==> config.mk <==
export PLATFORM = sky130hd
export DESIGN_NAME = arp_resolver_cache_unit_flat
export DESIGN_NICKNAME = d
export VERILOG_FILES = /design/src/rtl/arc_pkg.sv /design/src/rtl/arc_in_if.sv /design/src/rtl/arc_out_if.sv /design/src/rtl/arp_resolver_cache_unit.sv /design/src/flat_wrapper.sv
export SDC_FILE = /design/constraint.sdc
export NUM_CORES = 2
export LEC_CHECK = 0
export BUFFER_PORTS_ARGS = -buffer_cell sky130_fd_sc_hd__buf_2
export CORE_MARGIN = 5
export CORE_UTILIZATION = 45
export CTS_CLUSTER_SIZE = 14
export DETAILED_ROUTE_END_ITERATION = 8
export GPL_ROUTABILITY_DRIVEN = 0
export GPL_TIMING_DRIVEN = 0
export PLACE_DENSITY = 0.64
export REMOVE_ABC_BUFFERS = 1
export SETUP_SLACK_MARGIN = 0.3
export SLEW_MARGIN = 5
export SYNTH_ARGS = -nofsm -noshare
export SYNTH_HDL_FRONTEND = slang
export SYNTH_SLANG_ARGS = --single-unit
export TNS_END_PERCENT = 10
==> constraint.sdc <==
create_clock -name clk -period 10.78 [get_ports clk]
set_input_delay 1.617 -clock clk [delete_from_list [all_inputs] [get_ports clk]]
set_output_delay 1.617 -clock clk [all_outputs]
set_load 0.01 [all_outputs]
==> src/rtl/arc_pkg.sv <==
// shared types and constants of the arp resolver cache
package arc_pkg;
	localparam int CacheEntriesDef   = 16;
	localparam int PendingEntriesDef = 8;
	localparam int CfgIdxW           = 2;
	localparam int CfgDataW          = 48;

	typedef enum logic [1:0] {
		CMD_ARP  = 2'd0,
		CMD_PKT  = 2'd1,
		CMD_TICK = 2'd2,
		CMD_NONE = 2'd3
	} cmd_t;

	typedef enum logic [2:0] {
		ACT_REJECT  = 3'd0,
		ACT_LEARN   = 3'd1,
		ACT_RELEASE = 3'd2,
		ACT_REPLY   = 3'd3,
		ACT_FORWARD = 3'd4,
		ACT_HOLD    = 3'd5,
		ACT_DROP_PD = 3'd6,
		ACT_DROP_FL = 3'd7
	} action_t;

	localparam logic [CfgIdxW-1:0] REG_LOCAL_IP  = 2'd0;
	localparam logic [CfgIdxW-1:0] REG_LOCAL_MAC = 2'd1;
	localparam logic [CfgIdxW-1:0] REG_ENTRY_LT  = 2'd2;
	localparam logic [CfgIdxW-1:0] REG_PEND_LT   = 2'd3;

	localparam logic [15:0] ARP_HW_ETH   = 16'h0001;
	localparam logic [15:0] ARP_PROTO_IP = 16'h0800;
	localparam logic [7:0]  ARP_HLEN     = 8'd6;
	localparam logic [7:0]  ARP_PLEN     = 8'd4;
	localparam logic [15:0] OP_REQUEST   = 16'd1;
	localparam logic [15:0] OP_REPLY     = 16'd2;
	localparam logic [10:0] ARP_HDR_LEN  = 11'd28;
	localparam logic [47:0] MAC_BCAST    = 48'hFFFF_FFFF_FFFF;
endpackage

==> src/rtl/arc_in_if.sv <==
// input channel: arp header, outbound packet or tick
interface arc_in_if;
	logic        valid;
	logic        ready;
	logic [1:0]  cmd;
	logic [10:0] frame_len;
	logic [15:0] hw_type;
	logic [15:0] proto_type;
	logic [7:0]  hw_addr_len;
	logic [7:0]  proto_addr_len;
	logic [15:0] arp_opcode;
	logic [31:0] arp_src_ip;
	logic [47:0] arp_src_mac;
	logic [31:0] arp_dst_ip;
	logic [31:0] next_hop_ip;
	logic [7:0]  packet_tag;

	modport source (output valid, cmd, frame_len, hw_type, proto_type, hw_addr_len,
		proto_addr_len, arp_opcode, arp_src_ip, arp_src_mac, arp_dst_ip, next_hop_ip,
		packet_tag, input ready);
	modport sink (input valid, cmd, frame_len, hw_type, proto_type, hw_addr_len,
		proto_addr_len, arp_opcode, arp_src_ip, arp_src_mac, arp_dst_ip, next_hop_ip,
		packet_tag, output ready);
endinterface

==> src/rtl/arc_out_if.sv <==
// result channel: action with addresses and tag
interface arc_out_if;
	logic        valid;
	logic        ready;
	logic [2:0]  action;
	logic [47:0] dest_mac;
	logic [31:0] dest_ip;
	logic [7:0]  out_tag;

	modport source (output valid, action, dest_mac, dest_ip, out_tag, input ready);
	modport sink (input valid, action, dest_mac, dest_ip, out_tag, output ready);
endinterface

==> src/rtl/arp_resolver_cache_unit.sv <==
// arp resolver cache top level: sequencer with one shared entry compare/age unit
//  channel | dir | handshake        | payload
//  in_ch   | in  | valid/ready      | cmd, arp header fields, next hop, tag
//  out_ch  | out | valid/ready      | action, dest_mac, dest_ip, out_tag
//  cfg     | in  | cfg_we           | cfg_idx, cfg_data
// an arp header or outbound packet is accepted in idle, scanned through the cache table and then
// the pending table, decided and emitted; the next item is accepted only once it is back in idle.
// cache and pending tables are walked one entry a cycle through one compare unit.
// a tick walks both tables and updates ages and valid bits one entry a cycle, then returns to idle
// with no beat; a rejected header skips both scans, and cmd 3 is ignored in idle.
// a beat still waiting on out_ch holds the next item at its decide step; reset clears valid
// bits, the local ip and the sequencer, and sets the entry and pending lifetimes to 60 and 1.
module arp_resolver_cache_unit
	import arc_pkg::*;
#(
	parameter int CACHE_ENTRIES   = CacheEntriesDef,
	parameter int PENDING_ENTRIES = PendingEntriesDef
) (
	input  logic                clk,
	input  logic                arst_n,
	arc_in_if.sink              in_ch,
	arc_out_if.source           out_ch,
	input  logic                cfg_we,
	input  logic [CfgIdxW-1:0]  cfg_idx,
	input  logic [CfgDataW-1:0] cfg_data
);
	localparam int CW = (CACHE_ENTRIES > 1) ? $clog2(CACHE_ENTRIES) : 1;
	localparam int PW = (PENDING_ENTRIES > 1) ? $clog2(PENDING_ENTRIES) : 1;

	typedef enum logic [2:0] {
		ST_IDLE, ST_CSCAN, ST_PSCAN, ST_DECIDE, ST_EMIT
	} state_t;

	state_t state_q;
	logic [31:0] local_ip_q;
	logic [15:0] entry_lt_q, pend_lt_q;

	logic [CACHE_ENTRIES-1:0]   cvalid_q;
	logic [31:0] cip_q  [CACHE_ENTRIES];
	logic [47:0] cmac_q [CACHE_ENTRIES];
	logic [15:0] cage_q [CACHE_ENTRIES];
	logic [PENDING_ENTRIES-1:0] pvalid_q;
	logic [31:0] pip_q  [PENDING_ENTRIES];
	logic [7:0]  ptag_q [PENDING_ENTRIES];
	logic [15:0] page_q [PENDING_ENTRIES];

	// latched item
	logic [1:0]  cmd_q;
	logic        hdr_ok_q;
	logic        is_req_q;
	logic [31:0] ip_q;
	logic [47:0] smac_q;
	logic [31:0] tip_q;
	logic [7:0]  tag_q;

	// scan results
	logic [CW:0] cidx_q;
	logic [PW:0] pidx_q;
	logic        chit_q, cfree_q, phit_q, pfree_q;
	logic [CW-1:0] chit_i_q, cfree_i_q, cold_i_q;
	logic [PW-1:0] phit_i_q, pfree_i_q;
	logic [15:0] cold_age_q;
	logic [47:0] hit_mac_q;
	logic [7:0]  hit_tag_q;

	logic        ovalid_q;
	logic [2:0]  oact_q;
	logic [47:0] omac_q;
	logic [31:0] oip_q;
	logic [7:0]  otag_q;

	// shared entry unit
	logic [CW-1:0] ci;
	logic [PW-1:0] pi;
	logic        c_match, p_match;
	logic [15:0] c_age_inc, p_age_inc;
	assign ci = cidx_q[CW-1:0];
	assign pi = pidx_q[PW-1:0];
	assign c_match = cvalid_q[ci] && (cip_q[ci] == ip_q);
	assign p_match = pvalid_q[pi] && (pip_q[pi] == ip_q);
	assign c_age_inc = (cage_q[ci] == 16'hFFFF) ? cage_q[ci] : cage_q[ci] + 16'd1;
	assign p_age_inc = (page_q[pi] == 16'hFFFF) ? page_q[pi] : page_q[pi] + 16'd1;

	logic hdr_ok;
	assign hdr_ok = (in_ch.frame_len >= ARP_HDR_LEN) && (in_ch.hw_type == ARP_HW_ETH)
		&& (in_ch.proto_type == ARP_PROTO_IP) && (in_ch.hw_addr_len == ARP_HLEN)
		&& (in_ch.proto_addr_len == ARP_PLEN)
		&& ((in_ch.arp_opcode == OP_REQUEST) || (in_ch.arp_opcode == OP_REPLY));

	logic out_free;
	assign out_free = !ovalid_q || out_ch.ready;
	assign in_ch.ready = (state_q == ST_IDLE);

	assign out_ch.valid    = ovalid_q;
	assign out_ch.action   = oact_q;
	assign out_ch.dest_mac = omac_q;
	assign out_ch.dest_ip  = oip_q;
	assign out_ch.out_tag  = otag_q;

	// config
	always_ff @(posedge clk or negedge arst_n) begin
		if (!arst_n) begin
			local_ip_q  <= '0;
			entry_lt_q  <= 16'd60;
			pend_lt_q   <= 16'd1;
		end else if (cfg_we) begin
			case (cfg_idx)
				REG_LOCAL_IP:  local_ip_q  <= cfg_data[31:0];
				// own mac only sources replies, which are built downstream
				REG_LOCAL_MAC: ;
				REG_ENTRY_LT:  entry_lt_q  <= cfg_data[15:0];
				REG_PEND_LT:   pend_lt_q   <= cfg_data[15:0];
				default: ;
			endcase
		end
	end

	// tables (payload, no reset)
	always_ff @(posedge clk) begin
		if (state_q == ST_CSCAN && cmd_q == CMD_TICK && cvalid_q[ci])
			cage_q[ci] <= c_age_inc;
		if (state_q == ST_PSCAN && cmd_q == CMD_TICK && pvalid_q[pi])
			page_q[pi] <= p_age_inc;
		if (state_q == ST_DECIDE && out_free && cmd_q == CMD_ARP && hdr_ok_q) begin
			if (chit_q) begin
				cmac_q[chit_i_q] <= smac_q;
				cage_q[chit_i_q] <= '0;
			end else if (cfree_q) begin
				cip_q[cfree_i_q]  <= ip_q;
				cmac_q[cfree_i_q] <= smac_q;
				cage_q[cfree_i_q] <= '0;
			end else begin
				cip_q[cold_i_q]  <= ip_q;
				cmac_q[cold_i_q] <= smac_q;
				cage_q[cold_i_q] <= '0;
			end
		end
		if (state_q == ST_DECIDE && out_free && cmd_q == CMD_PKT && !chit_q && !phit_q
				&& pfree_q) begin
			pip_q[pfree_i_q]  <= ip_q;
			ptag_q[pfree_i_q] <= tag_q;
			page_q[pfree_i_q] <= '0;
		end
	end

	// sequencer
	always_ff @(posedge clk or negedge arst_n) begin
		if (!arst_n) begin
			state_q  <= ST_IDLE;
			cvalid_q <= '0;
			pvalid_q <= '0;
			ovalid_q <= 1'b0;
		end else begin
			if (state_q == ST_EMIT)
				ovalid_q <= 1'b1;
			else if (ovalid_q && out_ch.ready)
				ovalid_q <= 1'b0;
			case (state_q)
				ST_IDLE: begin
					if (in_ch.valid) begin
						cmd_q    <= in_ch.cmd;
						hdr_ok_q <= hdr_ok;
						is_req_q <= (in_ch.arp_opcode == OP_REQUEST);
						ip_q     <= (in_ch.cmd == CMD_PKT) ? in_ch.next_hop_ip
							: in_ch.arp_src_ip;
						smac_q   <= in_ch.arp_src_mac;
						tip_q    <= in_ch.arp_dst_ip;
						tag_q    <= in_ch.packet_tag;
						cidx_q   <= '0;
						pidx_q   <= '0;
						chit_q   <= 1'b0;
						cfree_q  <= 1'b0;
						phit_q   <= 1'b0;
						pfree_q  <= 1'b0;
						cold_i_q <= '0;
						cold_age_q <= '0;
						if (in_ch.cmd == CMD_NONE)
							state_q <= ST_IDLE;
						else if (in_ch.cmd == CMD_ARP && !hdr_ok)
							state_q <= ST_DECIDE;
						else
							state_q <= ST_CSCAN;
					end
				end
				ST_CSCAN: begin
					if (cmd_q == CMD_TICK) begin
						if (cvalid_q[ci] && c_age_inc >= entry_lt_q)
							cvalid_q[ci] <= 1'b0;
					end else begin
						if (c_match && !chit_q) begin
							chit_q    <= 1'b1;
							chit_i_q  <= ci;
							hit_mac_q <= cmac_q[ci];
						end
						if (!cvalid_q[ci] && !cfree_q) begin
							cfree_q   <= 1'b1;
							cfree_i_q <= ci;
						end
						if (cidx_q == '0 || cage_q[ci] > cold_age_q) begin
							cold_i_q   <= ci;
							cold_age_q <= cage_q[ci];
						end
					end
					if (cidx_q == (CW+1)'(CACHE_ENTRIES - 1))
						state_q <= ST_PSCAN;
					cidx_q <= cidx_q + 1'b1;
				end
				ST_PSCAN: begin
					if (cmd_q == CMD_TICK) begin
						if (pvalid_q[pi] && p_age_inc >= pend_lt_q)
							pvalid_q[pi] <= 1'b0;
					end else begin
						if (p_match && !phit_q) begin
							phit_q    <= 1'b1;
							phit_i_q  <= pi;
							hit_tag_q <= ptag_q[pi];
						end
						if (!pvalid_q[pi] && !pfree_q) begin
							pfree_q   <= 1'b1;
							pfree_i_q <= pi;
						end
					end
					if (pidx_q == (PW+1)'(PENDING_ENTRIES - 1))
						state_q <= (cmd_q == CMD_TICK) ? ST_IDLE : ST_DECIDE;
					pidx_q <= pidx_q + 1'b1;
				end
				ST_DECIDE: begin
					// output registers reload only once the old beat has left
					if (out_free) begin
						state_q <= ST_EMIT;
						if (cmd_q == CMD_ARP) begin
							if (!hdr_ok_q) begin
								oact_q <= ACT_REJECT;
								omac_q <= '0;
								oip_q  <= '0;
								otag_q <= '0;
							end else begin
								omac_q <= smac_q;
								oip_q  <= ip_q;
								if (chit_q)
									cvalid_q[chit_i_q] <= 1'b1;
								else if (cfree_q)
									cvalid_q[cfree_i_q] <= 1'b1;
								else
									cvalid_q[cold_i_q] <= 1'b1;
								if (phit_q) begin
									pvalid_q[phit_i_q] <= 1'b0;
									oact_q <= ACT_RELEASE;
									otag_q <= hit_tag_q;
								end else if (is_req_q && tip_q == local_ip_q) begin
									oact_q <= ACT_REPLY;
									otag_q <= '0;
								end else begin
									oact_q <= ACT_LEARN;
									otag_q <= '0;
								end
							end
						end else begin
							oip_q  <= ip_q;
							otag_q <= tag_q;
							if (chit_q) begin
								oact_q <= ACT_FORWARD;
								omac_q <= hit_mac_q;
							end else if (phit_q) begin
								oact_q <= ACT_DROP_PD;
								omac_q <= '0;
							end else if (pfree_q) begin
								pvalid_q[pfree_i_q] <= 1'b1;
								oact_q <= ACT_HOLD;
								omac_q <= MAC_BCAST;
							end else begin
								oact_q <= ACT_DROP_FL;
								omac_q <= '0;
							end
						end
					end
				end
				ST_EMIT: begin
					state_q <= ST_IDLE;
				end
				default: state_q <= ST_IDLE;
			endcase
		end
	end
endmodule

==> src/flat_wrapper.sv <==
// flat-port wrapper written by rule: the top's interface ports become plain ports
module arp_resolver_cache_unit_flat import arc_pkg::*;
#(
	parameter int CACHE_ENTRIES   = CacheEntriesDef,
	parameter int PENDING_ENTRIES = PendingEntriesDef
)
  (clk, arst_n, cfg_we, cfg_idx, cfg_data, in_ch_valid, in_ch_cmd, in_ch_frame_len, in_ch_hw_type, in_ch_proto_type, in_ch_hw_addr_len, in_ch_proto_addr_len, in_ch_arp_opcode, in_ch_arp_src_ip, in_ch_arp_src_mac, in_ch_arp_dst_ip, in_ch_next_hop_ip, in_ch_packet_tag, in_ch_ready, out_ch_valid, out_ch_action, out_ch_dest_mac, out_ch_dest_ip, out_ch_out_tag, out_ch_ready);
  arc_in_if in_ch_i ();
  arc_out_if out_ch_i ();
  input  logic clk;
  input  logic arst_n;
  input  logic cfg_we;
  input  logic [CfgIdxW-1:0] cfg_idx;
  input  logic [CfgDataW-1:0] cfg_data;
  input wire logic [$bits(in_ch_i.valid)-1:0] in_ch_valid;
  input wire logic [$bits(in_ch_i.cmd)-1:0] in_ch_cmd;
  input wire logic [$bits(in_ch_i.frame_len)-1:0] in_ch_frame_len;
  input wire logic [$bits(in_ch_i.hw_type)-1:0] in_ch_hw_type;
  input wire logic [$bits(in_ch_i.proto_type)-1:0] in_ch_proto_type;
  input wire logic [$bits(in_ch_i.hw_addr_len)-1:0] in_ch_hw_addr_len;
  input wire logic [$bits(in_ch_i.proto_addr_len)-1:0] in_ch_proto_addr_len;
  input wire logic [$bits(in_ch_i.arp_opcode)-1:0] in_ch_arp_opcode;
  input wire logic [$bits(in_ch_i.arp_src_ip)-1:0] in_ch_arp_src_ip;
  input wire logic [$bits(in_ch_i.arp_src_mac)-1:0] in_ch_arp_src_mac;
  input wire logic [$bits(in_ch_i.arp_dst_ip)-1:0] in_ch_arp_dst_ip;
  input wire logic [$bits(in_ch_i.next_hop_ip)-1:0] in_ch_next_hop_ip;
  input wire logic [$bits(in_ch_i.packet_tag)-1:0] in_ch_packet_tag;
  output wire logic [$bits(in_ch_i.ready)-1:0] in_ch_ready;
  output wire logic [$bits(out_ch_i.valid)-1:0] out_ch_valid;
  output wire logic [$bits(out_ch_i.action)-1:0] out_ch_action;
  output wire logic [$bits(out_ch_i.dest_mac)-1:0] out_ch_dest_mac;
  output wire logic [$bits(out_ch_i.dest_ip)-1:0] out_ch_dest_ip;
  output wire logic [$bits(out_ch_i.out_tag)-1:0] out_ch_out_tag;
  input wire logic [$bits(out_ch_i.ready)-1:0] out_ch_ready;
  assign in_ch_i.valid = in_ch_valid;
  assign in_ch_i.cmd = in_ch_cmd;
  assign in_ch_i.frame_len = in_ch_frame_len;
  assign in_ch_i.hw_type = in_ch_hw_type;
  assign in_ch_i.proto_type = in_ch_proto_type;
  assign in_ch_i.hw_addr_len = in_ch_hw_addr_len;
  assign in_ch_i.proto_addr_len = in_ch_proto_addr_len;
  assign in_ch_i.arp_opcode = in_ch_arp_opcode;
  assign in_ch_i.arp_src_ip = in_ch_arp_src_ip;
  assign in_ch_i.arp_src_mac = in_ch_arp_src_mac;
  assign in_ch_i.arp_dst_ip = in_ch_arp_dst_ip;
  assign in_ch_i.next_hop_ip = in_ch_next_hop_ip;
  assign in_ch_i.packet_tag = in_ch_packet_tag;
  assign in_ch_ready = in_ch_i.ready;
  assign out_ch_valid = out_ch_i.valid;
  assign out_ch_action = out_ch_i.action;
  assign out_ch_dest_mac = out_ch_i.dest_mac;
  assign out_ch_dest_ip = out_ch_i.dest_ip;
  assign out_ch_out_tag = out_ch_i.out_tag;
  assign out_ch_i.ready = out_ch_ready;
  arp_resolver_cache_unit #(.CACHE_ENTRIES(CACHE_ENTRIES), .PENDING_ENTRIES(PENDING_ENTRIES)) u_core (.clk(clk), .arst_n(arst_n), .in_ch(in_ch_i), .out_ch(out_ch_i), .cfg_we(cfg_we), .cfg_idx(cfg_idx), .cfg_data(cfg_data));
endmodule
==> summary.txt <==
Status
  • Status: finished clean

Worst setup path
  • WP buf/inv: 2
  • Worst Path Arrival: 6.74 ns
  • Crit end category: flip-flop
  • Type of origin of the critical path: primary input
  • Critical-path top delay cell: nand2_1
  • Reg2Reg Setup Slack: 4.79 ns
  • WP data required: 11.38 ns
  • Worst reg2reg endpoint: u_core.cip_q[13][6]$_DFFE_PP_
  • Worst path cell trace: buf_2 > nand2b_1 > nor2b_1 > nand2_1 > or3_1 > and3b_1 > o21ai_0 > nor2_4 > buf_12
  • Reg-to-Reg Start: u_core.state_q[0]$_DFFE_PN0P_
  • CP top delay family: simple AND/OR/NAND/NOR gates
  • Crit-path max cell delay: 1.00 ns
  • Worst Reg-to-Reg Cells: 8
  • CP max FO: 31
  • Setup CP Type: primary input to flip-flop

Global route
  • M1 GR Usage: 27.89%
  • GR Overflow Total: 0
  • Pin count of the biggest net entering global routing: 67
  • Vias in the first global route: 49100
  • Initial antenna violation count: 14
  • GRT Overall Usage: 20.58%
  • Gr busiest metal: met2
  • First-pass GRT wire length: 336800 um
  • Met2 usage: 33.80%
  • Met3 GRT Util: 3.557%

Clocking
  • Clock buffer depth: 3
  • CTS tree: yes
  • Clk pin slew, worst setup/hold paths: 0.06 ns
  • Worst skew pair latency: 0.89 ns
  • Postcts setup bufs: 0
  • Hold-fix buffers, CTS: 0
  • Post-CTS Resized: 0
  • H-tree levels: 4
  • TritonCTS Buffers: 235
  • Clock Sinks: 2401
  • Root Buffer: clkbuf_16

Yosys
  • Post-synthesis sequential area ratio: 75.18%
  • Seq cells post-synth: 2401
  • Cell Area, Synth: 95200 um2
  • Mapped Cells: 4595
  • Post-synth EDFFs: 2302
  • Synth warnings: 0
  • Most used DFF post-synth: edfxtp_1
  • Synth async-reset ratio: 3.832%
  • Mean Syn Cell Area: 20.72 um2
  • Synth unique cells: 87

Floorplan
  • IO Count: 377
  • Die W: 470.0 um
  • Vert. Die Dim: 470.0 um
  • # rows: 168
  • Full die area: 220900 um2
  • Initial Util: 45.34%
  • CORE AREA: 210000 um2

Final layout
  • Most frequent cells in the layout: edfxtp_1 (2302), mux4_2 (504), buf_2 (357), clkbuf_16 (236), mux2_2 (151)
  • Most common cell after layout, fill and taps aside: edfxtp_1
  • Share of cells above drive strength 1: 30.96%
  • Nets: 5498
  • P&R area growth vs syn: 17.59%
  • Fin util: 53.31%

Hold path
  • Hold depth: 1
  • Hold Path Class: flip-flop to flip-flop
  • Hold Crit Start: u_core.cvalid_q[6]$_DFFE_PN0P_
  • Hold EP: u_core.cvalid_q[6]$_DFFE_PN0P_

STA
  • Max Freq: 0.1628 GHz
  • Rel. slew slack: 8.141%
  • RSZ-0062 raised after global routing: false
  • Final Hold Viols: 0
  • Post-route clock period utilization: 56.98%
  • Slew Viols, Final: 0
  • Final hold slack: 0.4934 ns
  • Fin Setup TNS: 0 ns
  • PnR worst setup slack: 4.637 ns
  • Worst-Margin Slew: 1.378 ns
  • Setup Viol. Count Final: 0
  • Post-layout min period: 6.143 ns
  • Final Skew: 0.06671 ns

Route
  • DR pass1 iterations: 5
  • Drt drc: 0
  • Post-route ant nets: 0
  • Drt wl/cell: 28.12 um
  • DRT Wirelength: 230200 um
  • Via/cell ratio: 5.824
  • Initial DRC Count: 4856
  • Vias: 47690

Power and ir drop
  • Tot Pwr: 27470 uW
  • Combinational share of power: 25.6%
  • P per Cell Area: 245.4 nW/um2
  • Cell internal pwr: 19440 uW
  • Clock power share: 29.7%
  • Switching Fraction: 29.22%
  • Seq pwr share: 44.7%
  • VDD IR max: 203.6 uV
  • Pleak: 0.03653 uW
  • Psw: 8024 uW

Flow run
  • Max-cap violations: 0

Place
  • Post-DP HPWL: 146200 um
  • Worst slack, placed: 3.724 ns
  • Port-buffer cells: 358
==> per-layer routing <==
layer  vias up  part of all wire, %
met5         -                0.015
li1      20200                    -
met2      1960                   49
met4         6                  3.7
met3       391                  7.1
met1     25130                   40
==> metrics by stage <==
step                      cells  area (um2)
after floorplan            4379       94090
after global placement     7542       99390
after detailed placement   7726      104100
after CTS                  8166      111900
after global routing       8183      111900
final                      8188      111900
==> cells in the mapped netlist, types with 23 or more instances <==
cell      instances  area (um2)
and2_1           51       319.1
inv_1            80       300.3
mux2_2          151        1700
nor2_1          158       593.1
nor2b_1          55       344.1
mux4_1           26       683.2
nor3_1           23       115.1
dfrtp_1          87        2177
nand4_1          31       193.9
edfxtp_1       2302       69130
buf_2            30       150.1
mux2i_1         115        1151
nor4_1           44       275.3
mux4_2          504       11350
buf_1            39       146.4
xnor2_1          87       762.0
clkbuf_1        108       405.4
a21oi_1          57       285.3
a221o_1          53       530.5
nand3_1          46       230.2
o21ai_0          35       175.2
xor2_1           37       324.1
nand2_1         108       405.4
ha_1             56       700.7
==> power by group through the flow <==
stage	Clock [uW]	Sequential, uW	Combinational, uW
global placement	0	13500	6530
global route	8700	12400	7590
finish	8150	12300	7030
CTS	8300	12300	7110
detailed placement	0	12500	7070
floorplan	0	12800	4630
==> final cells by class <==
class / count / area [um2]
clock inverters: 155 / 1609
well taps: 2805 / 3510
repair buffers: 542 / 6083
fillers: 15990 / 98050
diodes: 22 / 55.05
clock buffers: 285 / 6130
multi-input cells: 1897 / 22650
flip-flops and latches: 2401 / 71600
inverters: 81 / 306.5
==> registers in the layout (all words and copies together), names as in the netlist, 32 cells and up, named ones only <==
register                cells
u_core.out_ch.dest_ip      32
u_core.ptag_q              64
u_core.ip_q                32
u_core.page_q             128
u_core.cmac_q             768
u_core.local_ip_q          32
u_core.cage_q             256
u_core.cip_q              512
u_core.tip_q               32
u_core.smac_q              48
u_core.pip_q              256
u_core.hit_mac_q           48
u_core.out_ch.dest_mac     48
==> worst max-delay path by stage <==
stage                                                 to  cells after the start                        from
after detailed placement   u_core.cip_q[5][20]$_DFFE_PP_                      9                out_ch_ready
after floorplan             u_core.chit_i_q[0]$_DFFE_PP_                      7  u_core.cidx_q[0]$_DFFE_PP_
after CTS                  u_core.cip_q[5][31]$_DFFE_PP_                      9                out_ch_ready
after global routing      u_core.pvalid_q[6]$_DFFE_PN0P_                     16                   flip-flop
final                      u_core.cip_q[13][6]$_DFFE_PP_                      9                out_ch_ready
after global placement    u_core.hit_mac_q[32]$_DFFE_PP_                      7  u_core.cidx_q[0]$_DFFE_PP_
==> cells by family (layout without fill, tap and decap cells) <==
family | count (synthesis) | count (layout) | synth area share, %
and+or+nand+nor | 605 | 605 | 3.296
AOI/OAI and AO/OA | 314 | 314 | 2.473
adders and majority gates | 56 | 56 | 0.7360
xor gates and xnor gates | 124 | 124 | 1.141
buffers and inverters | 297 | 1063 | 1.488
other | 0 | 22 | 0
DFF | 2401 | 2401 | 75.18
muxes | 798 | 798 | 15.68
Power figures use the tool's default switching activity.
